--- config.mk ---
export PLATFORM = sky130hd
export DESIGN_NAME = pcrb_fifo
export DESIGN_NICKNAME = d
export VERILOG_FILES = /design/src/sv/pcrb_fifo.sv
export SDC_FILE = /design/constraint.sdc
export NUM_CORES = 1
export LEC_CHECK = 0
export ABC_CLOCK_PERIOD_IN_PS = 1350
export BUFFER_PORTS_ARGS = -buffer_cell sky130_fd_sc_hd__buf_2
export CAP_MARGIN = 5
export CORE_ASPECT_RATIO = 1.4
export CORE_MARGIN = 4
export CORE_UTILIZATION = 44
export DETAILED_ROUTE_END_ITERATION = 8
export PLACE_DENSITY = 0.76
export SETUP_SLACK_MARGIN = 0.05
export SLEW_MARGIN = 20
export SYNTH_ARGS = -nofsm -noshare
export SYNTH_HDL_FRONTEND = slang
export SYNTH_SLANG_ARGS = --single-unit
--- constraint.sdc ---
create_clock -name i_clk -period 1.35 [get_ports i_clk]
set_input_delay 0.405 -clock i_clk [delete_from_list [all_inputs] [get_ports i_clk]]
set_output_delay 0.405 -clock i_clk [all_outputs]
set_load 0.005 [all_outputs]
--- src/sv/pcrb_fifo.sv ---
// Small first-in first-out queue of generic width, used for commands and results.
// Self-contained; depends on no package.
`default_nettype none

module pcrb_fifo #(
    parameter int unsigned WIDTH      = 8,
    parameter int unsigned DEPTH_LOG2 = 1
) (
    input  wire logic             i_clk,
    input  wire logic             i_rst_n,
    input  wire logic             i_push,
    input  wire logic [WIDTH-1:0] i_wdata,
    output logic                  o_full,
    input  wire logic             i_pop,
    output logic [WIDTH-1:0]      o_rdata,
    output logic                  o_empty
);

    localparam int unsigned Entries = 2 ** DEPTH_LOG2;

    logic [WIDTH-1:0]      r_mem [Entries];
    logic [DEPTH_LOG2-1:0] r_wr_ptr;
    logic [DEPTH_LOG2-1:0] r_rd_ptr;
    logic [DEPTH_LOG2:0]   r_count;
    logic                  w_do_push;
    logic                  w_do_pop;

    assign o_full    = (r_count == (DEPTH_LOG2 + 1)'(Entries));
    assign o_empty   = (r_count == '0);
    assign w_do_push = i_push & ~o_full;
    assign w_do_pop  = i_pop & ~o_empty;
    assign o_rdata   = r_mem[r_rd_ptr];

    always_ff @(posedge i_clk) begin
        if (w_do_push) begin
            r_mem[r_wr_ptr] <= i_wdata;
        end
    end

    always_ff @(posedge i_clk) begin
        if (!i_rst_n) begin
            r_wr_ptr <= '0;
            r_rd_ptr <= '0;
            r_count  <= '0;
        end else begin
            if (w_do_push) begin
                r_wr_ptr <= r_wr_ptr + 1'b1;
            end
            if (w_do_pop) begin
                r_rd_ptr <= r_rd_ptr + 1'b1;
            end
            case ({w_do_push, w_do_pop})
                2'b10:   r_count <= r_count + 1'b1;
                2'b01:   r_count <= r_count - 1'b1;
                default: r_count <= r_count;
            endcase
        end
    end

endmodule

`default_nettype wire

==> run metrics <==
initial antenna violation count 0; Max clock buf depth 2; Final Core Density 66.8%; fill count 129; Startpoint Class register; DP Wirelength 1020 um; Hold-fix buffers, CTS 0; clk_skew 0.00753 ns; NumNets Final 95; Synthesis Warnings 0; 1st-pass router iterations 2; Final Hold Viols 0; Min-Delay Path Class in -> reg; CTS tree yes; CP max FO 8; Core Box Area 0.00176 sq mm; final worst-path cycle share 119%; cell with the most instances after synthesis edfxtp_1; M3 GR Usage 3.36%; Antenna Nets Post-Route 0; global-route wire length before repair 2230 um; number of synthesized flops with an enable pin 16; max-slew violations 0; CTS H-tree depth 1; I/O Buffers 21; post-route minimum period 1.61 ns; post-synthesis cell type count 18; largest net degree at the start of global routing 13; Placer Congestion 0.696; Wirelength per Cell 13.5 um; Worst-path clk slew 0.11 ns; r2r setup slk -0.06 ns; Max IR drop VDD 0.00126 V; critical path data required time 0.95 ns; Leak Pwr 0.000478 uW; Final Worst Setup Slack -0.256 ns; Iteration-0 DRC Markers 4; Chip Height 58.8 um; Synth area leader edfxtp_1; RSZ-0062 raised after global routing true; setup violators final 11; power density cells 1920 mW/mm^2; maxcap violations 0; final WL 1360 um; Sink Count 21; via count 494; most frequent cells after synthesis 16 x edfxtp_1, 8 x mux2_2, 5 x dfxtp_1; global route overflow 0; CTS Buf Count 3; relative slew slack 86.5%; failing checks setup timing; syn_nets 64; setup TNS -2.08 ns; number of diodes 0; clk_lat worst skew 0.29 ns; Tightest Pin Transition 0.202 ns; status finished, violations left; share of layout cells above drive strength 1 63.0%; Mean Syn Cell Area 15.9 sq um; # rows 18; post-DR vias/cell 4.89; top-area cell type share of the netlist area 59.3%; asr flop ratio synth 0%; # IOs 22; Yosys reg bits 21; Area contributors post-synth edfxtp_1 59%, dfxtp_1 12%, mux2_2 11%; DIE WIDTH 44.3 um; vias in the first global route 521; Tot GR Track Use 11.4%; GRT Max-Usage Layer met2; CP endpoint kind primary output; Fmax 623 MHz; area grow syn2layout 44.8%; CTS root buf clkbuf_4; sequential share of the synthesized area 71.6%; GR Util met2 20.2%; Mapped Area 811 sq um; DIE AREA 0.00260 sq mm; CP Class reg -> out; DRC viols 0; Initial Util 46.2%; cell count after synthesis 51; Crit path arrival time 1.20 ns; prevailing post-synth register cell edfxtp_1; met1 GRT Util 12.8%
power breakdown:
part	leakage [uW]	switching, uW	total (uW)	internal (uW)
Combinational	0.000267	383	1060	680
Sequential	0.000192	67.5	913	845
Clock	0.0000177	171	281	110
Total	0.000478	621	2260	1640
critical path, cell delays in order, from the launching register on:
cell and delay [ns]:
dfxtp_2 0.35, buf_12 0.13, mux2_4 0.31, buf_6 0.12
cells by family (layout without fill, tap and decap cells):
group,count (synthesis),in the layout,synth area share [%]
compound gates,5,5,4.01
xor+xnor,3,3,3.24
fa+ha+maj,1,1,1.54
buf+inv,4,34,1.85
flops,21,21,71.6
mux,8,8,11.1
simple gates,9,9,6.64
sequential cells by signal, indices dropped and copies added (netlist names), named ones only:
signal    count
r_mem        16
r_count       2
r_rd_ptr      1
r_wr_ptr      1
final timing paths:
| kind | cells past startpoint | endpoint | start |
|---|---|---|---|
| max | 3 | o_rdata[6] | register |
| min reg2reg | 2 | r_wr_ptr | r_wr_ptr |
| max reg2reg | 6 | r_count[1] | r_count[0] |
| min | 1 | r_mem[0][5] | i_wdata[5] |
stage by stage:
stage | std cells | cell area, sq um | hold WS [ns] | setup slack (ns) | total power (uW)
final | 101 | 1170 | 0.294 | -0.256 | 2260
after detailed placement | 95 | 988 | 0.479 | -0.105 | 1610
after global placement | 95 | 988 | 0.468 | -0.0541 | 1580
after global routing | 101 | 1170 | 0.261 | -0.316 | 2410
after CTS | 101 | 1130 | 0.282 | -0.275 | 2160
after floorplan | 51 | 821 | 0.457 | 0.0184 | 1300
area by class of cell:
cell class	instances	area [sq um]	area share (%)
Clock inverter	1	5.00	0.426
Clock buffer	3	22.5	1.92
Tap cell	20	25.0	2.13
Sequential cell	21	587	50.0
Multi-Input combinational cell	26	287	24.4
Inverter	3	21.3	1.81
Timing Repair Buffer	27	226	19.3
placed cells by master (no fill, tap or decap), types with 2 or more instances in the layout:
cell and count:
buf_2 12, dfxtp_2 2, buf_6 11, mux2_4 8
xnor2_1 2, o21ai_0 2, edfxtp_1 16, clkbuf_4 3
a21boi_1 2, buf_4 3, nor2b_1 2, dfxtp_1 2
repair_timing:
| action | CTS | global route |
|---|---|---|
| setup endpoints to repair | 19 | 20 |
| resized for setup | 23 | 10 |
| pin swaps | 1 | 0 |
| cloned | 0 | 0 |
| buffers inserted | 2 | 0 |
layer usage:
metal,wire length [um],part of all wire [%]
met4,0,0
met2,744,55
met5,0,0
met1,507,37
met3,111,8.1
Note: power is estimated with default switching activity, not from simulation.
