$ cat src/sv/pcrb_pkg.sv
// Shared types and constants for the postmortem capture ring buffer.
// No dependencies; the top level, front end and back end import this package.
`default_nettype none

package pcrb_pkg;

    // Default number of samples in the ring.
    localparam int unsigned RING_DEPTH = 1024;

    // Width of the reported write index.
    localparam int unsigned IDX_W = 10;

    // Saturation bounds of a signed Q16.16 value.
    localparam logic signed [31:0] Q_MAX = 32'sh7FFF_FFFF;
    localparam logic signed [31:0] Q_MIN = 32'sh8000_0000;

    // Operation codes on the input op field.
    localparam logic [2:0] OP_INSERT     = 3'd0;
    localparam logic [2:0] OP_IDLE       = 3'd1;
    localparam logic [2:0] OP_DISABLE    = 3'd2;
    localparam logic [2:0] OP_POSTMORTEM = 3'd3;
    localparam logic [2:0] OP_BUFFER     = 3'd4;
    localparam logic [2:0] OP_CLEAR      = 3'd5;
    localparam logic [2:0] OP_TEST       = 3'd6;

    typedef enum logic [1:0] {
        MODE_DISABLED   = 2'd0,
        MODE_IDLE       = 2'd1,
        MODE_BUFFERING  = 2'd2,
        MODE_POSTMORTEM = 2'd3
    } t_mode;

    // Command classes handed from the front end to the back end.
    typedef enum logic [2:0] {
        CMD_INSERT,
        CMD_SET_MODE,
        CMD_CLEAR,
        CMD_TEST,
        CMD_NOP
    } t_cmd_kind;

    typedef struct packed {
        logic [2:0]         op;
        logic signed [31:0] sample;
        logic signed [31:0] ref_value;
        logic [30:0]        tolerance;
    } t_item;

    typedef struct packed {
        t_mode              mode;
        logic [IDX_W-1:0]   write_index;
        logic               out_of_limits;
    } t_result;

    typedef struct packed {
        t_cmd_kind          kind;
        t_mode              mode;
        logic signed [31:0] sample;
        logic signed [31:0] lo;
        logic signed [31:0] hi;
    } t_cmd;

endpackage

`default_nettype wire

$ cat src/sv/pcrb_front.sv
// Front end: accepts input items, decodes the operation and precomputes the
// saturated limit band. Depends on pcrb_pkg.
`default_nettype none

module pcrb_front (
    input  wire logic            i_push,
    input  wire pcrb_pkg::t_item i_item,
    output logic                 o_full,
    input  wire logic            i_cmd_full,
    input  wire logic            i_init_busy,
    output logic                 o_cmd_push,
    output pcrb_pkg::t_cmd       o_cmd
);

    import pcrb_pkg::*;

    logic signed [32:0] w_ref_x;
    logic signed [32:0] w_tol_x;
    logic signed [32:0] w_hi_sum;
    logic signed [32:0] w_lo_sum;

    function automatic logic signed [31:0] sat_q(input logic signed [32:0] v);
        logic signed [31:0] res;
        if (v[32] != v[31]) begin
            res = v[32] ? Q_MIN : Q_MAX;
        end else begin
            res = v[31:0];
        end
        return res;
    endfunction

    // Nothing is taken while the queue is full or the store is being cleared after reset.
    assign o_full     = i_cmd_full | i_init_busy;
    assign o_cmd_push = i_push & ~o_full;

    assign w_ref_x  = {i_item.ref_value[31], i_item.ref_value};
    assign w_tol_x  = {2'b00, i_item.tolerance};
    assign w_hi_sum = w_ref_x + w_tol_x;
    assign w_lo_sum = w_ref_x - w_tol_x;

    always_comb begin
        o_cmd.kind   = CMD_NOP;
        o_cmd.mode   = MODE_DISABLED;
        o_cmd.sample = i_item.sample;
        o_cmd.lo     = sat_q(w_lo_sum);
        o_cmd.hi     = sat_q(w_hi_sum);
        case (i_item.op)
            OP_INSERT: begin
                o_cmd.kind = CMD_INSERT;
            end
            OP_IDLE: begin
                o_cmd.kind = CMD_SET_MODE;
                o_cmd.mode = MODE_IDLE;
            end
            OP_DISABLE: begin
                o_cmd.kind = CMD_SET_MODE;
                o_cmd.mode = MODE_DISABLED;
            end
            OP_POSTMORTEM: begin
                o_cmd.kind = CMD_SET_MODE;
                o_cmd.mode = MODE_POSTMORTEM;
            end
            OP_BUFFER: begin
                o_cmd.kind = CMD_SET_MODE;
                o_cmd.mode = MODE_BUFFERING;
            end
            OP_CLEAR: begin
                o_cmd.kind = CMD_CLEAR;
            end
            OP_TEST: begin
                o_cmd.kind = CMD_TEST;
            end
            default: begin
                o_cmd.kind = CMD_NOP;
            end
        endcase
    end

endmodule

`default_nettype wire

$ cat config.mk
export PLATFORM = sky130hd
export DESIGN_NAME = pcrb_front
export DESIGN_NICKNAME = d
export VERILOG_FILES = /design/src/sv/pcrb_pkg.sv /design/src/sv/pcrb_front.sv
export SDC_FILE = /design/constraint.sdc
export NUM_CORES = 1
export LEC_CHECK = 0
export BUFFER_PORTS_ARGS = -buffer_cell sky130_fd_sc_hd__buf_2
export CAP_MARGIN = 20
export CORE_ASPECT_RATIO = 1.5
export CORE_MARGIN = 2
export CORE_UTILIZATION = 51
export DETAILED_ROUTE_END_ITERATION = 12
export PLACE_DENSITY_LB_ADDON = 0.2
export SLEW_MARGIN = 15
export SYNTH_ARGS = -nofsm -noshare
export SYNTH_HDL_FRONTEND = slang
export SYNTH_SLANG_ARGS = --single-unit
$ cat constraint.sdc
create_clock -name vclk -period 5.03
set_input_delay 1.006 -clock vclk [all_inputs]
set_output_delay 1.006 -clock vclk [all_outputs]
set_load 0.05 [all_outputs]
==> key figures, run 1 <==
Synthesis
  – Syn nets: 877
  – Yosys top cell by area: ha_1
  – Mapped Cells: 712
  – Yosys top cell area share: 0.1633
  – Yosys cell types: 74
  – Synth Area per Inst: 6.672 um2
  – Sequential area share after synthesis: 0
  – Synth area leaders: ha_1 16%, xnor2_1 7.6%, a21oi_1 6.7%, o21ai_0 5.9%, buf_4 5.4%
  – Top-count cell post-synth: inv_1
  – Yosys warns: 0
  – Synth top cells by count: 68 x inv_1, 64 x a21oi_1, 62 x ha_1
  – Synthesized cell area: 4751 um2

Global route
  – GRT Resource Usage Total: 0.3076
  – Vias in the first global route: 5,706
  – Initial antenna violation count: 0
  – Largest net degree at the start of global routing: 32
  – Grt ovf: 0
  – Global-route wire length before repair: 26.47 mm

Flow run
  – Max-Cap Viols: 0

Setup path
  – Crit path kind: input port to output pin
  – CP max-delay cell: o41a_1
  – Worst stage delay on the critical path: 0.43 ns
  – Kind of start point of the critical path: input port
  – Data required, critical path: 4.02 ns
  – Critical-path cell list: buf_2, inv_1, ha_1, buf_4, buf_4, o21a_1, o31a_1, o41a_1, a31oi_4, o21bai_4, a31o_4, or3_4, buf_4, o21ai_0, clkbuf_4
  – Arr. time, crit path: 3.95 ns
  – Crit end category: output pin
  – Most used cell along the critical path: buf_4
  – CP max FO: 10

Timing
  – Hold Fails Final Rpt: 0
  – Final Critical Period: 4.952 ns
  – RSZ-0062 raised after global routing: true
  – Max-slew violations: 0
  – Fin crit share: 0.9846
  – Max-slew headroom: 0.5943
  – Least-Margin Pin Slew: 0.6035 ns
  – Fmax: 0.2019 GHz
  – Final setup fails: 0

Layout
  – Area growth syn-to-layout: 31.00%
  – Nets: 1,049
  – Clk_buf instances: 0
  – # diodes: 0
  – Finished Cell Area: 6223 um2
  – Fillcell total: 819
  – Seq_cells: 0
  – Layout cells sized above 1: 0.3447
  – Register area: 0 um2

Detailed routing
  – Drt total wl: 17.57 mm
  – DRT iter0 DRCs: 393
  – Routed length per instance: 17.68 um
  – Avg Vias per Cell: 6.026
  – DRC Markers: 0
  – Antenna Nets Post-Route: 0
  – Drt first pass iters: 7
  – Vias: 5,990

Place
  – Placed inst area: 5886 um2
  – Port bufs: 140
  – Hpwl dp: 13.77 mm
  – GP Congestion: 0.9596

Run status
  – Status: complete, no violations

Floorplan
  – Initial core utilization: 0.5194
  – IO Count: 204
  – Die area: 10,120 um2
  – Die height: 122.2 um
  – FP Rows: 43
  – Chip Width: 82.81 um
  – Area of the core: 9146 um2

Hold path
  – Hold Path Class: input port to output pin
  – Hold path depth: 0

CTS
  – Post-CTS Hold Buffers: 0

Power
  – Pwr Density: 219.7 nW/um2
  – Leakage: 0.003076 uW
  – Pwr Total: 1367 uW
  – VDD IR max: 0.0001535 V
[critical path, delay by kind of cell]
kind / cells / cell delay (ns)
buffers and inverters: 6 / 0.90
AO/OA/AOI/OAI: 7 / 1.34
adder cells (fa/ha/maj): 1 / 0.31
AND/OR/NAND/NOR: 1 / 0.38
[cell type report]
cell class / count / area (um2) / area share
tap: 112 / 140.1 / 0.02252
multi-input combinational: 571 / 4213 / 0.6769
timing repair buffer: 243 / 1615 / 0.2595
inverter: 68 / 255.2 / 0.04101
[kinds of logic after synthesis]
| family | Yosys count | share of synthesized area |
|---|---|---|
| AO/OA/AOI/OAI | 240 | 0.3455 |
| AND/OR/NAND/NOR | 214 | 0.2360 |
| buffers and inverters | 143 | 0.1512 |
| adder cells (fa/ha/maj) | 64 | 0.1717 |
| XOR/XNOR | 49 | 0.09033 |
| multiplexers | 2 | 0.005266 |
[worst paths after layout]
kind	startpoint	to	slack (ns)
setup / recovery	i_item[3]	o_cmd[40]	0.08
hold / removal	i_item[64]	o_cmd[65]	2.01
[cells in the final DEF, fill, tap and decap left out, types with 18 or more instances in the layout]
cell / Yosys / layout
inv_1: 68 / 68
a21oi_1: 64 / 59
buf_2: 12 / 116
buf_4: 34 / 110
o21ai_0: 56 / 41
nor3_1: 18 / 18
nor2_1: 61 / 61
xnor2_1: 41 / 41
nand2_1: 40 / 40
ha_1: 62 / 60
[report_power, final]
part           switching [uW]  total (uW)  internal, uW  leakage, uW
registers                   0           0             0            0
clock network               0           0             0            0
logic                     898        1370           469      0.00308
total                     898        1370           469      0.00308
[metrics by stage]
stage	utilization	setup slack [ns]	TNS [ns]	hold slack, ns	cells
floorplan	-	-0.3511	-2.678	2.179	712
global placement	0.6435	-0.09843	-1.074	2.012	984
detailed placement	0.6435	-0.2339	-2.921	2.012	984
CTS	0.6462	0.00003286	0	2.012	986
global route	0.6804	-0.02741	-0.07435	2.012	994
finish	0.6804	0.07769	0	2.012	994
[metal layers]
layer	track usage	vias to the layer above	wire length, um	part of all wire
met1	0.3452	2794	6752	0.38
met2	0.5847	283	9087	0.52
met3	0.02168	62	1035	0.059
met4	0.1445	0	696	0.040
li1	-	2851	-	-
met5	0	-	0	0
[timing repair]
| action | 4_1_cts | 5_1_grt |
|---|---|---|
| setup endpoints to repair | 19 | 52 |
| pin swaps | 0 | 10 |
| cloned | 0 | 3 |
| buffers inserted | 2 | 5 |
| resized for setup | 3 | 78 |
No activity file was read; power rests on OpenSTA's default activity.
==> inputs of run 2 (changes only) <==
- PLACE_DENSITY: default -> 0.92
- PLACE_DENSITY_LB_ADDON: 0.2 -> default
==> run 2 against run 1 <==
Compared with the run above:
- the flow now finishes with violations (setup timing)
- critical path type unchanged
- total power down 3.4%
- largest power group unchanged
- maximum frequency down 1.9%
- via count up 2.2%
- critical endpoint is now o_cmd[41]
==> key figures, run 2 (synthesis gave the netlist of run 1 again) <==
Global route
  – Vias in the first global route: 5,776 (was 5,706)
  – Largest net degree at the start of global routing: 25 (was 32)
  – Initial antenna violation count: 0 (unchanged)
  – Grt ovf: 0 (unchanged)
  – Global-route wire length before repair: 25.81 mm (was 26.47 mm)
  – GRT Resource Usage Total: 0.3009 (was 0.3076)

Layout
  – Seq_cells: 0 (unchanged)
  – Fillcell total: 803 (was 819)
  – Finished Cell Area: 5956 um2 (was 6223 um2)
  – Area growth syn-to-layout: 25.36% (was 31.00%)
  – Most frequent cells in the layout: 123 x buf_2, 86 x buf_4, 67 x inv_1 (was 116 x buf_2, 110 x buf_4, 68 x inv_1)
  – Most common cell after layout, fill and taps aside: buf_2 (unchanged)
  – Clk_buf instances: 0 (unchanged)
  – Layout cells sized above 1: 0.3202 (was 0.3447)
  – Core Util, Final: 0.6512 (was 0.6804)
  – # diodes: 0 (unchanged)
  – Nets: 1,029 (was 1,049)
  – Register area: 0 um2 (unchanged)

Floorplan
  – IO Count: 204 (unchanged)
  – FP Rows: 43 (unchanged)
  – Die area: 10,120 um2 (unchanged)
  – Die height: 122.2 um (unchanged)
  – Initial core utilization: 0.5194 (unchanged)
  – Area of the core: 9146 um2 (unchanged)
  – Chip Width: 82.81 um (unchanged)

Timing
  – Final Critical Period: 5.050 ns (was 4.952 ns)
  – Least-Margin Pin Slew: 0.5863 ns (was 0.6035 ns)
  – Final setup fails: 6 (was 0)
  – PnR worst setup slack: -0.02029 ns (was 0.07769 ns)
  – Max-slew headroom: 0.6055 (was 0.5943)
  – Fin crit share: 1.004 (was 0.9846)
  – Fmax: 0.1980 GHz (was 0.2019 GHz)
  – Hold Fails Final Rpt: 0 (unchanged)
  – Max-slew violations: 0 (unchanged)
  – TNS Setup: -0.06278 ns (was 0 ns)

Setup path
  – Arr. time, crit path: 4.04 ns (was 3.95 ns)
  – Worst stage delay on the critical path: 0.44 ns (was 0.43 ns)
  – Kind of start point of the critical path: input port (unchanged)
  – Buf/Inv on CP: 3 (was 6)
  – Crit end category: output pin (unchanged)
  – Critical-path cell list: buf_2, inv_1, ha_1, a21oi_2, a21oi_1, o21ai_0, a21oi_2, a2111o_1, a21oi_1, mux2_2, nor2_1, buf_2 (was buf_2, inv_1, ha_1, buf_4, buf_4, o21a_1, o31a_1, o41a_1, a31oi_4, o21bai_4, a31o_4, or3_4, buf_4, o21ai_0, clkbuf_4)
  – Levels on crit path: 12 (was 15)
  – CP max-delay cell: a2111o_1 (was o41a_1)
  – Crit path kind: input port to output pin (unchanged)
  – Data required, critical path: 4.02 ns (about the same)
  – CP top delay family: compound AO/OA/AOI/OAI gates (unchanged)
  – CP max FO: 12 (was 10)

Hold path
  – Hold path depth: 0 (unchanged)
  – Hold path startpoint: i_item[64] (unchanged)
  – Hold Path Class: input port to output pin (unchanged)
  – Worst Hold Endpoint: o_cmd[65] (unchanged)

Detailed routing
  – DRT iter0 DRCs: 488 (was 393)
  – Antenna Nets Post-Route: 0 (unchanged)
  – Vias: 6,121 (was 5,990)
  – DRC Markers: 0 (unchanged)
  – Routed length per instance: 17.83 um (was 17.68 um)
  – Drt first pass iters: 6 (was 7)
  – Avg Vias per Cell: 6.284 (was 6.026)
  – Drt total wl: 17.37 mm (was 17.57 mm)

Power
  – VDD IR max: 0.0001707 V (was 0.0001535 V)
  – Pwr Density: 221.7 nW/um2 (was 219.7 nW/um2)
  – Leakage: 0.002941 uW (was 0.003076 uW)

Place
  – Hpwl dp: 13.44 mm (was 13.77 mm)
  – Placed inst area: 5741 um2 (was 5886 um2)
  – Port bufs: 140 (unchanged)
  – GP Congestion: 1.006 (was 0.9596)

CTS
  – Post-CTS Hold Buffers: 0 (unchanged)

Run status
  – Status: finished, violations left (was complete, no violations)
  – Failing checks: setup timing

Flow run
  – Max-Cap Viols: 0 (unchanged)
run 2: final cells by class:
cell class / count / area (um2) / area share
inverter: 68 / 255.2 / 0.04286
tap: 112 / 140.1 / 0.02353
multi-input combinational: 570 / 4124 / 0.6924
timing repair buffer: 224 / 1436 / 0.2412
run 2: repair_timing:
item	4_1_cts	5_1_grt
pin swaps	0	3
gates resized for setup	4	44
gates cloned	0	3
buffers inserted	2	1
endpoints found under the setup margin	19	50
run 2: worst max-delay path by stage:
stage / from / to / slack, ns
2_1_floorplan: i_item[1] / o_cmd[60] / -0.35
3_3_place_gp: i_item[0] / o_cmd[20] / -0.11
3_5_place_dp: i_item[14] / o_cmd[14] / -0.15
4_1_cts: i_item[1] / o_cmd[50] / 0.0002
5_1_grt: i_item[23] / o_cmd[56] / -0.12
6_report: i_item[18] / o_cmd[41] / -0.02
run 2: metal layers:
| layer | track usage | vias to the layer above | share of wire |
|---|---|---|---|
| met3 | 0.01626 | 154 | 0.080 |
| met4 | 0.2008 | 0 | 0.088 |
| met1 | 0.3156 | 2762 | 0.33 |
| met5 | 0 | - | 0 |
| li1 | - | 2794 | - |
| met2 | 0.5736 | 411 | 0.50 |
run 2: through the flow:
step	total power (uW)	setup WS (ns)	hold slack, ns	instances
floorplan	974.3	-0.3511	2.179	712
global placement	1224	-0.1142	2.012	968
detailed placement	1237	-0.1515	2.012	968
CTS	1249	0.0001550	2.012	970
global route	1395	-0.1193	2.012	974
finish	1320	-0.02029	2.012	974
run 2: report_power, final:
| part | leakage (uW) | total, uW | switching (uW) | internal, uW |
|---|---|---|---|---|
| logic | 0.00294 | 1320 | 887 | 433 |
| registers | 0 | 0 | 0 | 0 |
| clock network | 0 | 0 | 0 | 0 |
